`src/hw/rtl/fbpa_pkg.sv`:
```
// ----------------------------------------------------------------------------
// Fixed block pool allocator package
// Shared constants, codes and the command and status bundles between the
// controller and the datapath.
// ----------------------------------------------------------------------------
package fbpa_pkg;

  localparam int MAX_BLOCKS = 256;
  localparam int IDX_W      = $clog2(MAX_BLOCKS);
  localparam int LINK_W     = $clog2(MAX_BLOCKS + 2);
  localparam int ADDR_W     = 32;
  localparam int SIZE_W     = 16;
  localparam int CNT_W      = 9;
  localparam int STAT_W     = 3;
  localparam int CFG_IDX_W  = 2;

  localparam logic [LINK_W-1:0] LINK_NULL     = LINK_W'(MAX_BLOCKS);
  localparam logic [LINK_W-1:0] LINK_DETACHED = LINK_W'(MAX_BLOCKS + 1);

  localparam logic [STAT_W-1:0] ST_OK        = 3'd0;
  localparam logic [STAT_W-1:0] ST_EMPTY     = 3'd1;
  localparam logic [STAT_W-1:0] ST_UNALIGNED = 3'd2;
  localparam logic [STAT_W-1:0] ST_RANGE     = 3'd3;
  localparam logic [STAT_W-1:0] ST_DOUBLE    = 3'd4;

  localparam logic KIND_ALLOC   = 1'b0;
  localparam logic KIND_RELEASE = 1'b1;

  localparam logic [CFG_IDX_W-1:0] REG_POOL_BASE   = 2'd0;
  localparam logic [CFG_IDX_W-1:0] REG_BLOCK_BYTES = 2'd1;
  localparam logic [CFG_IDX_W-1:0] REG_BLOCK_COUNT = 2'd2;

  localparam logic [SIZE_W-1:0] BLOCK_BYTES_RST = 16'd16;
  localparam logic [CNT_W-1:0]  BLOCK_COUNT_RST = CNT_W'(MAX_BLOCKS);

  typedef struct packed {
    logic              accept;
    logic              div_start;
    logic              rd_head;
    logic              rd_index;
    logic              alloc_commit;
    logic              rel_commit;
    logic              finish;
    logic [STAT_W-1:0] code;
  } fbpa_cmd_t;

  typedef struct packed {
    logic empty;
    logic div_done;
    logic rem_nz;
    logic range_bad;
    logic detached;
  } fbpa_sts_t;

endpackage

```
`src/hw/rtl/fbpa_ram.sv`:
```
// ----------------------------------------------------------------------------
// Generic single-write RAM
// One write port and one read port with registered read data.
// ----------------------------------------------------------------------------
module fbpa_ram #(
  parameter int WIDTH = 8,
  parameter int DEPTH = 16
) (
  input  logic                     clk_i,
  input  logic                     we_i,
  input  logic [$clog2(DEPTH)-1:0] waddr_i,
  input  logic [WIDTH-1:0]         wdata_i,
  input  logic                     re_i,
  input  logic [$clog2(DEPTH)-1:0] raddr_i,
  output logic [WIDTH-1:0]         rdata_o
);

  logic [WIDTH-1:0] mem_q [DEPTH];
  logic [WIDTH-1:0] rdata_q;

  always_ff @(posedge clk_i) begin
    if (we_i) begin
      mem_q[waddr_i] <= wdata_i;
    end
    if (re_i) begin
      rdata_q <= mem_q[raddr_i];
    end
  end

  assign rdata_o = rdata_q;

endmodule

```
`src/hw/rtl/fbpa_div.sv`:
```
// ----------------------------------------------------------------------------
// Iterative unsigned divider
// Restoring division of a 32-bit dividend by a 16-bit divisor, one quotient
// bit per cycle.
// ----------------------------------------------------------------------------
module fbpa_div (
  input  logic                       clk_i,
  input  logic                       rst_ni,
  input  logic                       start_i,
  input  logic [fbpa_pkg::ADDR_W-1:0] dividend_i,
  input  logic [fbpa_pkg::SIZE_W-1:0] divisor_i,
  output logic                       done_o,
  output logic [fbpa_pkg::ADDR_W-1:0] quotient_o,
  output logic [fbpa_pkg::SIZE_W-1:0] remainder_o
);
  import fbpa_pkg::*;

  localparam int STEP_W = $clog2(ADDR_W);

  logic              run_q, run_d;
  logic              done_q, done_d;
  logic [STEP_W-1:0] cnt_q, cnt_d;
  logic [ADDR_W-1:0] quo_q, quo_d;
  logic [SIZE_W-1:0] rem_q, rem_d;
  logic [SIZE_W-1:0] dvs_q, dvs_d;
  logic [SIZE_W:0]   trial;

  always_comb begin
    run_d  = run_q;
    done_d = 1'b0;
    cnt_d  = cnt_q;
    quo_d  = quo_q;
    rem_d  = rem_q;
    dvs_d  = dvs_q;
    trial  = {rem_q, quo_q[ADDR_W-1]};
    if (start_i) begin
      run_d = 1'b1;
      cnt_d = STEP_W'(ADDR_W - 1);
      quo_d = dividend_i;
      rem_d = '0;
      dvs_d = divisor_i;
    end else if (run_q) begin
      if (trial >= {1'b0, dvs_q}) begin
        rem_d = SIZE_W'(trial - {1'b0, dvs_q});
        quo_d = {quo_q[ADDR_W-2:0], 1'b1};
      end else begin
        rem_d = trial[SIZE_W-1:0];
        quo_d = {quo_q[ADDR_W-2:0], 1'b0};
      end
      cnt_d = cnt_q - 1'b1;
      if (cnt_q == '0) begin
        run_d  = 1'b0;
        done_d = 1'b1;
      end
    end
  end

  always_ff @(posedge clk_i or negedge rst_ni) begin
    if (!rst_ni) begin
      run_q  <= 1'b0;
      done_q <= 1'b0;
      cnt_q  <= '0;
    end else begin
      run_q  <= run_d;
      done_q <= done_d;
      cnt_q  <= cnt_d;
    end
  end

  always_ff @(posedge clk_i) begin
    quo_q <= quo_d;
    rem_q <= rem_d;
    dvs_q <= dvs_d;
  end

  assign done_o      = done_q;
  assign quotient_o  = quo_q;
  assign remainder_o = rem_q;

endmodule

```
`src/hw/rtl/fbpa_ctrl.sv`:
```
// ----------------------------------------------------------------------------
// Allocator controller
// Sequences allocate and release requests and chooses the result status.
// ----------------------------------------------------------------------------
module fbpa_ctrl (
  input  logic                clk_i,
  input  logic                rst_ni,
  input  logic                start_i,
  input  logic                kind_i,
  input  fbpa_pkg::fbpa_sts_t sts_i,
  output fbpa_pkg::fbpa_cmd_t cmd_o,
  output logic                busy_o
);
  import fbpa_pkg::*;

  localparam logic [2:0] S_IDLE   = 3'd0;
  localparam logic [2:0] S_A_RD   = 3'd1;
  localparam logic [2:0] S_A_WR   = 3'd2;
  localparam logic [2:0] S_R_DIV  = 3'd3;
  localparam logic [2:0] S_R_WAIT = 3'd4;
  localparam logic [2:0] S_R_CHK  = 3'd5;
  localparam logic [2:0] S_R_WR   = 3'd6;
  localparam logic [2:0] S_FIN    = 3'd7;

  logic [2:0]        state_q, state_d;
  logic [STAT_W-1:0] code_q, code_d;

  always_comb begin
    state_d = state_q;
    code_d  = code_q;
    cmd_o   = '0;
    unique case (state_q)
      S_IDLE: begin
        if (start_i) begin
          cmd_o.accept = 1'b1;
          if (kind_i == KIND_RELEASE) begin
            state_d = S_R_DIV;
          end else if (sts_i.empty) begin
            code_d  = ST_EMPTY;
            state_d = S_FIN;
          end else begin
            state_d = S_A_RD;
          end
        end
      end
      S_A_RD: begin
        cmd_o.rd_head = 1'b1;
        state_d       = S_A_WR;
      end
      S_A_WR: begin
        cmd_o.alloc_commit = 1'b1;
        code_d             = ST_OK;
        state_d            = S_FIN;
      end
      S_R_DIV: begin
        cmd_o.div_start = 1'b1;
        state_d         = S_R_WAIT;
      end
      S_R_WAIT: begin
        if (sts_i.div_done) begin
          state_d = S_R_CHK;
        end
      end
      S_R_CHK: begin
        priority if (sts_i.rem_nz) begin
          code_d  = ST_UNALIGNED;
          state_d = S_FIN;
        end else if (sts_i.range_bad) begin
          code_d  = ST_RANGE;
          state_d = S_FIN;
        end else begin
          cmd_o.rd_index = 1'b1;
          state_d        = S_R_WR;
        end
      end
      S_R_WR: begin
        if (sts_i.detached) begin
          cmd_o.rel_commit = 1'b1;
          code_d           = ST_OK;
        end else begin
          code_d = ST_DOUBLE;
        end
        state_d = S_FIN;
      end
      S_FIN: begin
        cmd_o.finish = 1'b1;
        state_d      = S_IDLE;
      end
      default: begin
        state_d = S_IDLE;
      end
    endcase
    cmd_o.code = code_q;
  end

  always_ff @(posedge clk_i or negedge rst_ni) begin
    if (!rst_ni) begin
      state_q <= S_IDLE;
      code_q  <= ST_OK;
    end else begin
      state_q <= state_d;
      code_q  <= code_d;
    end
  end

  assign busy_o = (state_q != S_IDLE);

endmodule

```
`src/hw/rtl/fbpa_dp.sv`:
```
// ----------------------------------------------------------------------------
// Allocator datapath
// Holds the configuration, the free list and the result registers, and
// carries out the steps that the controller commands.
// ----------------------------------------------------------------------------
module fbpa_dp (
  input  logic                          clk_i,
  input  logic                          rst_ni,
  input  fbpa_pkg::fbpa_cmd_t           cmd_i,
  output fbpa_pkg::fbpa_sts_t           sts_o,
  input  logic                          cfg_we_i,
  input  logic [fbpa_pkg::CFG_IDX_W-1:0] cfg_index_i,
  input  logic [fbpa_pkg::ADDR_W-1:0]   cfg_data_i,
  input  logic                          kind_i,
  input  logic [fbpa_pkg::ADDR_W-1:0]   release_address_i,
  output logic                          done_o,
  output logic [fbpa_pkg::STAT_W-1:0]   status_o,
  output logic [fbpa_pkg::ADDR_W-1:0]   granted_address_o,
  output logic [fbpa_pkg::CNT_W-1:0]    free_blocks_o
);
  import fbpa_pkg::*;

  logic [ADDR_W-1:0]     base_q, base_d;
  logic [SIZE_W-1:0]     bytes_q, bytes_d;
  logic [CNT_W-1:0]      count_q, count_d;
  logic [CNT_W-1:0]      n_cur, n_new;
  logic [SIZE_W-1:0]     size;
  logic                  rebuild;

  logic [MAX_BLOCKS-1:0] lv_q, lv_d;
  logic [IDX_W-1:0]      head_q, head_d;
  logic                  empty_q, empty_d;
  logic [CNT_W-1:0]      free_q, free_d;

  logic                  kind_q;
  logic [ADDR_W-1:0]     off_q;
  logic [ADDR_W-1:0]     mag;
  logic [IDX_W-1:0]      idx_q;
  logic                  lv_rd_q;
  logic [IDX_W+SIZE_W-1:0] prod_q;

  logic                  done_q;
  logic [STAT_W-1:0]     status_q;
  logic [ADDR_W-1:0]     granted_q;
  logic [CNT_W-1:0]      free_out_q;

  logic                  div_done;
  logic [ADDR_W-1:0]     quo;
  logic [SIZE_W-1:0]     rem;
  logic [IDX_W-1:0]      qidx;

  logic                  ram_we, ram_re;
  logic [IDX_W-1:0]      ram_raddr;
  logic [LINK_W-1:0]     ram_wdata, ram_rdata;
  logic [LINK_W-1:0]     link_dflt, link_eff;

  function automatic logic [CNT_W-1:0] eff_count(input logic [CNT_W-1:0] c);
    logic [CNT_W-1:0] r;
    if (c == '0) begin
      r = CNT_W'(1);
    end else if (32'(c) > MAX_BLOCKS) begin
      r = CNT_W'(MAX_BLOCKS);
    end else begin
      r = c;
    end
    return r;
  endfunction

  assign n_cur = eff_count(count_q);
  assign size  = (bytes_q == '0) ? SIZE_W'(1) : bytes_q;
  assign mag   = off_q[ADDR_W-1] ? (~off_q + 1'b1) : off_q;
  assign qidx  = quo[IDX_W-1:0];

  always_comb begin
    base_d  = base_q;
    bytes_d = bytes_q;
    count_d = count_q;
    rebuild = 1'b0;
    if (cfg_we_i) begin
      unique case (cfg_index_i)
        REG_POOL_BASE: begin
          base_d  = cfg_data_i;
          rebuild = 1'b1;
        end
        REG_BLOCK_BYTES: begin
          bytes_d = cfg_data_i[SIZE_W-1:0];
          rebuild = 1'b1;
        end
        REG_BLOCK_COUNT: begin
          count_d = cfg_data_i[CNT_W-1:0];
          rebuild = 1'b1;
        end
        default: begin
          rebuild = 1'b0;
        end
      endcase
    end
    n_new = eff_count(count_d);
  end

  assign link_dflt = (32'(idx_q) + 1 < 32'(n_cur)) ? LINK_W'(32'(idx_q) + 1) : LINK_NULL;
  assign link_eff  = lv_rd_q ? ram_rdata : link_dflt;

  assign ram_re    = cmd_i.rd_head | cmd_i.rd_index;
  assign ram_raddr = cmd_i.rd_head ? head_q : qidx;
  assign ram_we    = cmd_i.alloc_commit | cmd_i.rel_commit;
  assign ram_wdata = cmd_i.alloc_commit ? LINK_DETACHED :
                     (empty_q ? LINK_NULL : LINK_W'(head_q));

  always_comb begin
    lv_d    = lv_q;
    head_d  = head_q;
    empty_d = empty_q;
    free_d  = free_q;
    if (rebuild) begin
      lv_d    = '0;
      head_d  = '0;
      empty_d = 1'b0;
      free_d  = n_new;
    end else if (cmd_i.alloc_commit) begin
      lv_d[idx_q] = 1'b1;
      if (32'(link_eff) >= 32'(n_cur)) begin
        empty_d = 1'b1;
        head_d  = '0;
      end else begin
        head_d = link_eff[IDX_W-1:0];
      end
      free_d = free_q - 1'b1;
    end else if (cmd_i.rel_commit) begin
      lv_d[idx_q] = 1'b1;
      head_d      = idx_q;
      empty_d     = 1'b0;
      free_d      = free_q + 1'b1;
    end
  end

  always_ff @(posedge clk_i or negedge rst_ni) begin
    if (!rst_ni) begin
      base_q  <= '0;
      bytes_q <= BLOCK_BYTES_RST;
      count_q <= BLOCK_COUNT_RST;
      lv_q    <= '0;
      head_q  <= '0;
      empty_q <= 1'b0;
      free_q  <= eff_count(BLOCK_COUNT_RST);
      done_q  <= 1'b0;
    end else begin
      base_q  <= base_d;
      bytes_q <= bytes_d;
      count_q <= count_d;
      lv_q    <= lv_d;
      head_q  <= head_d;
      empty_q <= empty_d;
      free_q  <= free_d;
      done_q  <= cmd_i.finish;
    end
  end

  always_ff @(posedge clk_i) begin
    if (cmd_i.accept) begin
      kind_q <= kind_i;
      off_q  <= release_address_i - base_q;
    end
    if (cmd_i.rd_head) begin
      idx_q   <= head_q;
      lv_rd_q <= lv_q[head_q];
    end else if (cmd_i.rd_index) begin
      idx_q   <= qidx;
      lv_rd_q <= lv_q[qidx];
    end
    if (cmd_i.alloc_commit) begin
      prod_q <= idx_q * size;
    end
    if (cmd_i.finish) begin
      status_q   <= cmd_i.code;
      free_out_q <= free_q;
      if (kind_q == KIND_ALLOC && cmd_i.code == ST_OK) begin
        granted_q <= base_q + ADDR_W'(prod_q);
      end else begin
        granted_q <= '0;
      end
    end
  end

  fbpa_div u_div (
    .clk_i       (clk_i),
    .rst_ni      (rst_ni),
    .start_i     (cmd_i.div_start),
    .dividend_i  (mag),
    .divisor_i   (size),
    .done_o      (div_done),
    .quotient_o  (quo),
    .remainder_o (rem)
  );

  fbpa_ram #(
    .WIDTH (LINK_W),
    .DEPTH (MAX_BLOCKS)
  ) u_link_ram (
    .clk_i   (clk_i),
    .we_i    (ram_we),
    .waddr_i (idx_q),
    .wdata_i (ram_wdata),
    .re_i    (ram_re),
    .raddr_i (ram_raddr),
    .rdata_o (ram_rdata)
  );

  assign sts_o.empty     = empty_q;
  assign sts_o.div_done  = div_done;
  assign sts_o.rem_nz    = (rem != '0);
  assign sts_o.range_bad = off_q[ADDR_W-1] | (quo >= ADDR_W'(n_cur));
  assign sts_o.detached  = (link_eff == LINK_DETACHED);

  assign done_o            = done_q;
  assign status_o          = status_q;
  assign granted_address_o = granted_q;
  assign free_blocks_o     = free_out_q;

endmodule

```
`src/hw/rtl/fixed_block_pool_allocator_top.sv`:
```
// ----------------------------------------------------------------------------
// Fixed block pool allocator
// Hands out and takes back equal-size blocks of a pool kept on a linked
// free list.
// ----------------------------------------------------------------------------
// A request is taken when start is high and busy is low. An allocate pops the
// head of the free list and returns its byte address; a release checks the
// address for alignment, range and double free and pushes the block back.
// Each request gives exactly one result, shown for one cycle with done_o high.
// An allocate reads the head link, then commits the pop and shows the result.
// A release runs the bit-serial divider, which turns the offset into a block
// index at one quotient bit per cycle, then reads the block's link unless
// the address is unaligned or out of range.
// The next request can be taken at the edge that ends the result cycle; no new
// request is taken while an earlier one is still in progress.
// The configuration channel is always ready. Writing one of the three
// registers rebuilds the free list at once, with every block free and chained
// in index order. Reset does the same with the default pool settings. Results
// cannot be held off by the receiver.
// ----------------------------------------------------------------------------
module fixed_block_pool_allocator_top (
  input  logic                           clk_i,
  input  logic                           rst_ni,
  input  logic                           start,
  output logic                           busy,
  input  logic                           kind_i,
  input  logic [fbpa_pkg::ADDR_W-1:0]    release_address_i,
  output logic                           done_o,
  output logic [fbpa_pkg::STAT_W-1:0]    status_o,
  output logic [fbpa_pkg::ADDR_W-1:0]    granted_address_o,
  output logic [fbpa_pkg::CNT_W-1:0]     free_blocks_o,
  input  logic                           cfg_valid_i,
  output logic                           cfg_ready_o,
  input  logic [fbpa_pkg::CFG_IDX_W-1:0] cfg_index_i,
  input  logic [fbpa_pkg::ADDR_W-1:0]    cfg_data_i
);
  import fbpa_pkg::*;

  fbpa_cmd_t cmd;
  fbpa_sts_t sts;

  assign cfg_ready_o = 1'b1;

  fbpa_ctrl u_ctrl (
    .clk_i  (clk_i),
    .rst_ni (rst_ni),
    .start_i(start),
    .kind_i (kind_i),
    .sts_i  (sts),
    .cmd_o  (cmd),
    .busy_o (busy)
  );

  fbpa_dp u_dp (
    .clk_i             (clk_i),
    .rst_ni            (rst_ni),
    .cmd_i             (cmd),
    .sts_o             (sts),
    .cfg_we_i          (cfg_valid_i & cfg_ready_o),
    .cfg_index_i       (cfg_index_i),
    .cfg_data_i        (cfg_data_i),
    .kind_i            (kind_i),
    .release_address_i (release_address_i),
    .done_o            (done_o),
    .status_o          (status_o),
    .granted_address_o (granted_address_o),
    .free_blocks_o     (free_blocks_o)
  );

endmodule

```
`config.mk`:
```
export PLATFORM = sky130hd
export DESIGN_NAME = fixed_block_pool_allocator_top
export DESIGN_NICKNAME = d
export VERILOG_FILES = /design/src/hw/rtl/fbpa_pkg.sv /design/src/hw/rtl/fbpa_ram.sv /design/src/hw/rtl/fbpa_div.sv /design/src/hw/rtl/fbpa_ctrl.sv /design/src/hw/rtl/fbpa_dp.sv /design/src/hw/rtl/fixed_block_pool_allocator_top.sv
export SDC_FILE = /design/constraint.sdc
export NUM_CORES = 2
export LEC_CHECK = 0
export ABC_AREA = 1
export BUFFER_PORTS_ARGS = -buffer_cell sky130_fd_sc_hd__buf_4
export CORE_MARGIN = 5
export CORE_UTILIZATION = 30
export DETAILED_ROUTE_END_ITERATION = 10
export GPL_ROUTABILITY_DRIVEN = 0
export SLEW_MARGIN = 25
export SYNTH_ARGS = -nofsm -noshare
export SYNTH_HDL_FRONTEND = slang
export SYNTH_HIERARCHICAL = 1
export SYNTH_SLANG_ARGS = --single-unit
```
`constraint.sdc`:
```
create_clock -name clk_i -period 15.8 [get_ports clk_i]
set_input_delay 0.79 -clock clk_i [delete_from_list [all_inputs] [get_ports clk_i]]
set_output_delay 0.79 -clock clk_i [all_outputs]
set_load 0.1 [all_outputs]
```
Yosys cells after proc, flatten, opt, wreduce, memory -nomap -nowiden
Memories as Yosys holds them, arrays and structs flattened. A register that Yosys moved wholly into a read port is not among the register bits. Index checks and enable logic that the tools add are counted.

Bits in registers: 519. Memory bits (writable): 2304. Input port bits: 71. Output and inout port bits: 47. Word-level logic and storage cells: 166. Memories: 1.

Add/sub/neg operators: 8. Multiply operators: 1. Order comparisons: 10. Eq/ne operators: 16. Muxes and demuxes: 78. Bitwise gates (word level): 6. Reduce and logical (&&, ||, !) cells: 22.

Memories: u_dp.u_link_ram.mem_q (words 256, width 9, rd ports 1, clocked after memory_dff 1, wr ports 1, RTL line fbpa_ram.sv:18) `logic [WIDTH-1:0] mem_q [DEPTH];`.

Operator list (number): $mux 256 (3); $or 256x256->256 (1); $mux 9 (13); $mux 32 (3); $mux 8 (7); $mux 3 (11); $add 32x1->32 const B (1); $add 32x24->32 (1); $ge 32x9->1 (1); $lt 32x9->1 (1); $mux 1 (32); $mux 16 (2); $not 32->32 (1); $sub 32x32->32 (1); $lt 8x9->1 const B (3); $mul 8x16->24 (1); $pmux 3 s7 (1); $gt 9x9->1 const B (2); $logic_not 9->1 (2); $ge 17x16->1 (1); $bmux 1 s8 (2); $logic_not 16->1 (1); $reduce_bool 16->1 (1); $sub 16x16->16 (1); 31 further kinds (48).

Longest topological paths before layout
Depth in word-level cells: 12. Gate-level depth with buffers: 32. Depth with buffers taken out: 31.

Modules after synthesis
Netlist, hierarchy kept.

Modules (own cells, without submodules): fbpa_ram (times used 1, cells each 7826, area an instance 93609.8 um^2); fbpa_dp (times used 1, cells each 3889, area an instance 30077.6 um^2); fbpa_div (times used 1, cells each 508, area an instance 4046.4 um^2); fbpa_ctrl (times used 1, cells each 83, area an instance 543.0 um^2); fixed_block_pool_allocator_top (times used 1, cells each 2, area an instance 11.3 um^2).

Worst setup path after synthesis
Ideal clock, no wire load.

Path kind: register to register. Start: register u_ctrl.state_q[0]. End: memory u_dp/u_link_ram/mem_q[0][1] (netlist name) (data pin). Setup time: 1.325 ns. Arrival time: 12.265 ns. Data required time: 14.475 ns. Slack: 2.209 ns. Cell stages (with the launch flop): 9. Path buffers: 1. Clock period less this slack: 13.591 ns. Cell sequence: dfrtp_1 -> inv_1 -> ha_1 -> inv_1 -> nor2_1 -> buf_1 -> clkinv_1 -> nand2_1 -> nor2_1.

RTL lines: start, declared (RTL line fbpa_ctrl.sv:25) `logic [2:0] state_q, state_d;`; start signal, assigned (RTL line fbpa_ctrl.sv:101) `state_q <= state_d;`; end, declared (RTL line fbpa_ram.sv:18).

==> impl_metrics.tcl <==
set metrics [dict create \
    antenna_found_initial 10 \
    drv_slew 0 \
    cts.sinks 2832 \
    syn2layout_area_growth_pct 12.52 \
    fp-row-count 240 \
    finalWirelength_um 381700 \
    place_hpwl_um 223100 \
    fp.dieW_um 663.9 \
    hold_viol 0 \
    cp-end-kind "register" \
    grt.total_usage 0.1652 \
    dr.pass1.iters 9 \
    async_reset_ff_frac 0.1218 \
    status "finished clean" \
    num_vias 92110 \
    core_sq_um 426700 \
    hp-class "in -> reg" \
    detail-route-antenna-nets 0 \
    rsz0062_at_grt "no" \
    drv_cap 0 \
    synth_edf_count 2471 \
    worstSetupStartpointType "register" \
    netlist_top_cells_count "nand2_1, edfxtp_1, nand3_1" \
    drt_iter0_drc 10990 \
    switchingPower_uw 13480 \
    path_max_fanout 22 \
    setup_viol 0 \
    grt_pass1_wl_um 565200 \
    power_frac_clock 0.238 \
    finalInstanceArea_sq_um 144400 \
    worstSetupStartpoint "u_dp/idx_q[0]" \
    ys_ff_latch 2832 \
    cts_setup_buffers 0 \
    r2r-start "u_dp/idx_q[0]" \
    sequentialPowerShare 0.314 \
    placed_area_sq_um 134100 \
    setup_tns_ns 0 \
    cts_made_buffers 308 \
    p_leak_uw 0.05390 \
    layout.nets 12430 \
    cts_tree "yes" \
    cp.arrival_ns 7.34 \
    pwr-share-comb 0.448 \
    synth_top_area_cell "edfxtp_1" \
    ctsRootBufferMaster "clkbuf_16" \
    fin_crit_ns 6.815 \
    clock_latency_ns 0.94 \
    clk_path_buf_depth 4 \
    vias_per_cell 5.105 \
    io_buffers 116 \
    die_y_um 663.9 \
    min_period_over_period 0.4313 \
    seq_area_frac_synth 0.6482 \
    drive_gt1_frac 0.06906 \
    max-vdd-ir-drop_mv 0.2556 \
    gr-total-overflow 0 \
    holdWs_ns 0.1239 \
    fmax_ghz 0.1467 \
    grt_max_degree 216 \
    clk_pin_slew_worst_paths_ns 0.05 \
    netSwitchingFraction 0.4412 \
    worstPathRequired_ns 16.33 \
    die_area_sq_um 440800 \
    io_pins 118 \
    worst_slew_pin_slew_ns 1.142 \
    slew_headroom 0.2360 \
    synth_most_common_cell "nand2_1" \
    fin_worst_skew_ns 0.07702 \
    crit_type "reg -> reg" \
    drc_errors 0 \
    start_util 0.3006 \
    power_density_nw_per_um2 211.6 \
    intPower_uw 17070 \
    syn_area_sq_um 128300 \
    syn_inst 12310 \
    wl_per_cell_um 21.16 \
    yosysWarnings 6 \
    hold_start "kind_i" \
    syn_nets 12630 \
    ys_types 65 \
    synth_area_leaders "edfxtp_1, nand3_1, nand2_1" \
    first_global_vias 87270 \
    ctsHtreeMaxLevel 5 \
    postSynthAreaPerCell_sq_um 10.42 \
    synth_ff_type "edfxtp_1" \
    synth_top_area_frac 0.5784 \
]
-- sequential cells by signal (all words and copies together) (netlist names), 3 cells and up --
register / flops
u_ctrl/code_q: 3
u_ctrl/state_q: 3
u_dp/base_q: 32
u_dp/bytes_q: 16
u_dp/count_q: 9
u_dp/free_blocks_o: 9
u_dp/free_q: 9
u_dp/granted_address_o: 32
u_dp/head_q: 8
u_dp/idx_q: 8
u_dp/lv_q: 256
u_dp/off_q: 32
u_dp/prod_q: 24
u_dp/status_o: 3
u_dp/u_div/cnt_q: 5
u_dp/u_div/dvs_q: 16
u_dp/u_div/quotient_o: 32
u_dp/u_div/remainder_o: 16
u_dp/u_link_ram/mem_q: 2304
u_dp/u_link_ram/rdata_o: 9
-- placed cells by master (no fill, tap or decap), types with 19 or more instances in the layout --
| cell type | Yosys | final |
|---|---|---|
| nand2_1 | 3115 | 3103 |
| nor2_2 | 5 | 21 |
| buf_4 | 41 | 255 |
| inv_1 | 584 | 582 |
| nand3_1 | 2384 | 2382 |
| clkbuf_16 | 0 | 311 |
| bufinv_16 | 0 | 34 |
| clkbuf_1 | 262 | 71 |
| ha_1 | 160 | 160 |
| fa_1 | 88 | 88 |
| nand4_1 | 21 | 21 |
| o21ai_1 | 95 | 95 |
| nor3_2 | 7 | 20 |
| dfrtp_1 | 342 | 340 |
| edfxtp_1 | 2471 | 2471 |
| clkinv_1 | 9 | 58 |
| o211ai_1 | 37 | 37 |
| xor2_1 | 61 | 61 |
| xnor2_1 | 31 | 31 |
| nor2_1 | 863 | 839 |
| clkinv_2 | 1 | 37 |
| a21oi_1 | 536 | 536 |
| nand2_2 | 10 | 21 |
| nor4_1 | 20 | 19 |
| a31oi_1 | 22 | 22 |
| o21ai_0 | 476 | 468 |
-- cell families after synthesis --
family          share of synthesized area
buf+inv                           0.04778
simple gates                       0.2161
other cells                    0.00002923
flops                              0.6482
compound gates                    0.05230
xor+xnor                         0.006281
fa+ha+maj                         0.02934
-- critical path, cell delays in order, from the launching register on --
cell and delay [ns]:
edfxtp_1 0.93, ha_1 0.31, inv_1 0.13, nor2_1 0.25, inv_1 0.11, nor2_1 0.13, xor2_1 0.23, inv_1 0.08
ha_1 0.30, nand2_1 0.10, nor2_1 0.05, a211oi_1 0.27, nand2_2 0.11, nand2_4 0.12, nand2_4 0.08, o21ai_2 0.18
nand3_1 0.12, nor2_1 0.18, inv_1 0.06, nor2_1 0.16, nor2_2 0.04, buf_4 0.25, inv_1 0.09, buf_4 0.35
nand3_1 0.79, nor2_1 0.96
-- routing by layer --
layer | track usage | wire length [um]
met2 | 0.2593 | 172200
met4 | 0.05506 | 13370
met5 | 0 | 190
met3 | 0.03109 | 34680
met1 | 0.2299 | 161300
-- power by group through the flow --
stage	registers [uW]	logic, uW	clock network (uW)
floorplan	10200	8820	0
finish	9580	13700	7280
detailed placement	9720	13500	0
CTS	9570	13500	7400
global route	9600	14900	7720
global placement	9720	13400	0
-- worst paths after layout --
kind	cells after the start	slack, ns	to
min in group asynchronous	2	0.52	u_dp/base_q[6]
worst min register to register	0	0.49	u_dp/free_blocks_o[5]
worst min-delay path	1	0.12	u_dp/kind_q
worst max register to register	25	8.99	u_dp/u_link_ram/mem_q[168][2]
max in group asynchronous	4	13.14	u_dp/lv_q[136]
worst max-delay path	25	8.99	u_dp/u_link_ram/mem_q[168][2]
-- repair_timing --
item / in CTS / in global routing
hold buffers: 1 / 0
setup endpoints to repair: 0 / 0
hold endpoints to repair: 90 / 0
gates resized for setup: 0 / 0
-- through the flow --
stage,utilization,cells,total power [uW],worst slack [ns]
3_5_place_dp,0.3144,17490,23190,9.162
6_report,0.3383,18040,30550,8.985
2_1_floorplan,-,12310,18990,2.209
5_1_grt,0.3383,18040,32190,8.623
3_3_place_gp,0.3143,17490,23110,9.049
4_1_cts,0.3382,18040,30470,9.197
-- area by class of cell --
| type | count | area [sq um] |
|---|---|---|
| Clock buffer | 388 | 8132 |
| Clock inverter | 163 | 2008 |
| Inverter | 611 | 2346 |
| Sequential cell | 2832 | 83170 |
| Multi-Input combinational cell | 8082 | 39300 |
| Fill cell | 42390 | 282400 |
| Tap cell | 5687 | 7116 |
| Antenna cell | 5 | 12.51 |
| Timing Repair Buffer | 275 | 2273 |
Power figures use the tool's default switching activity.
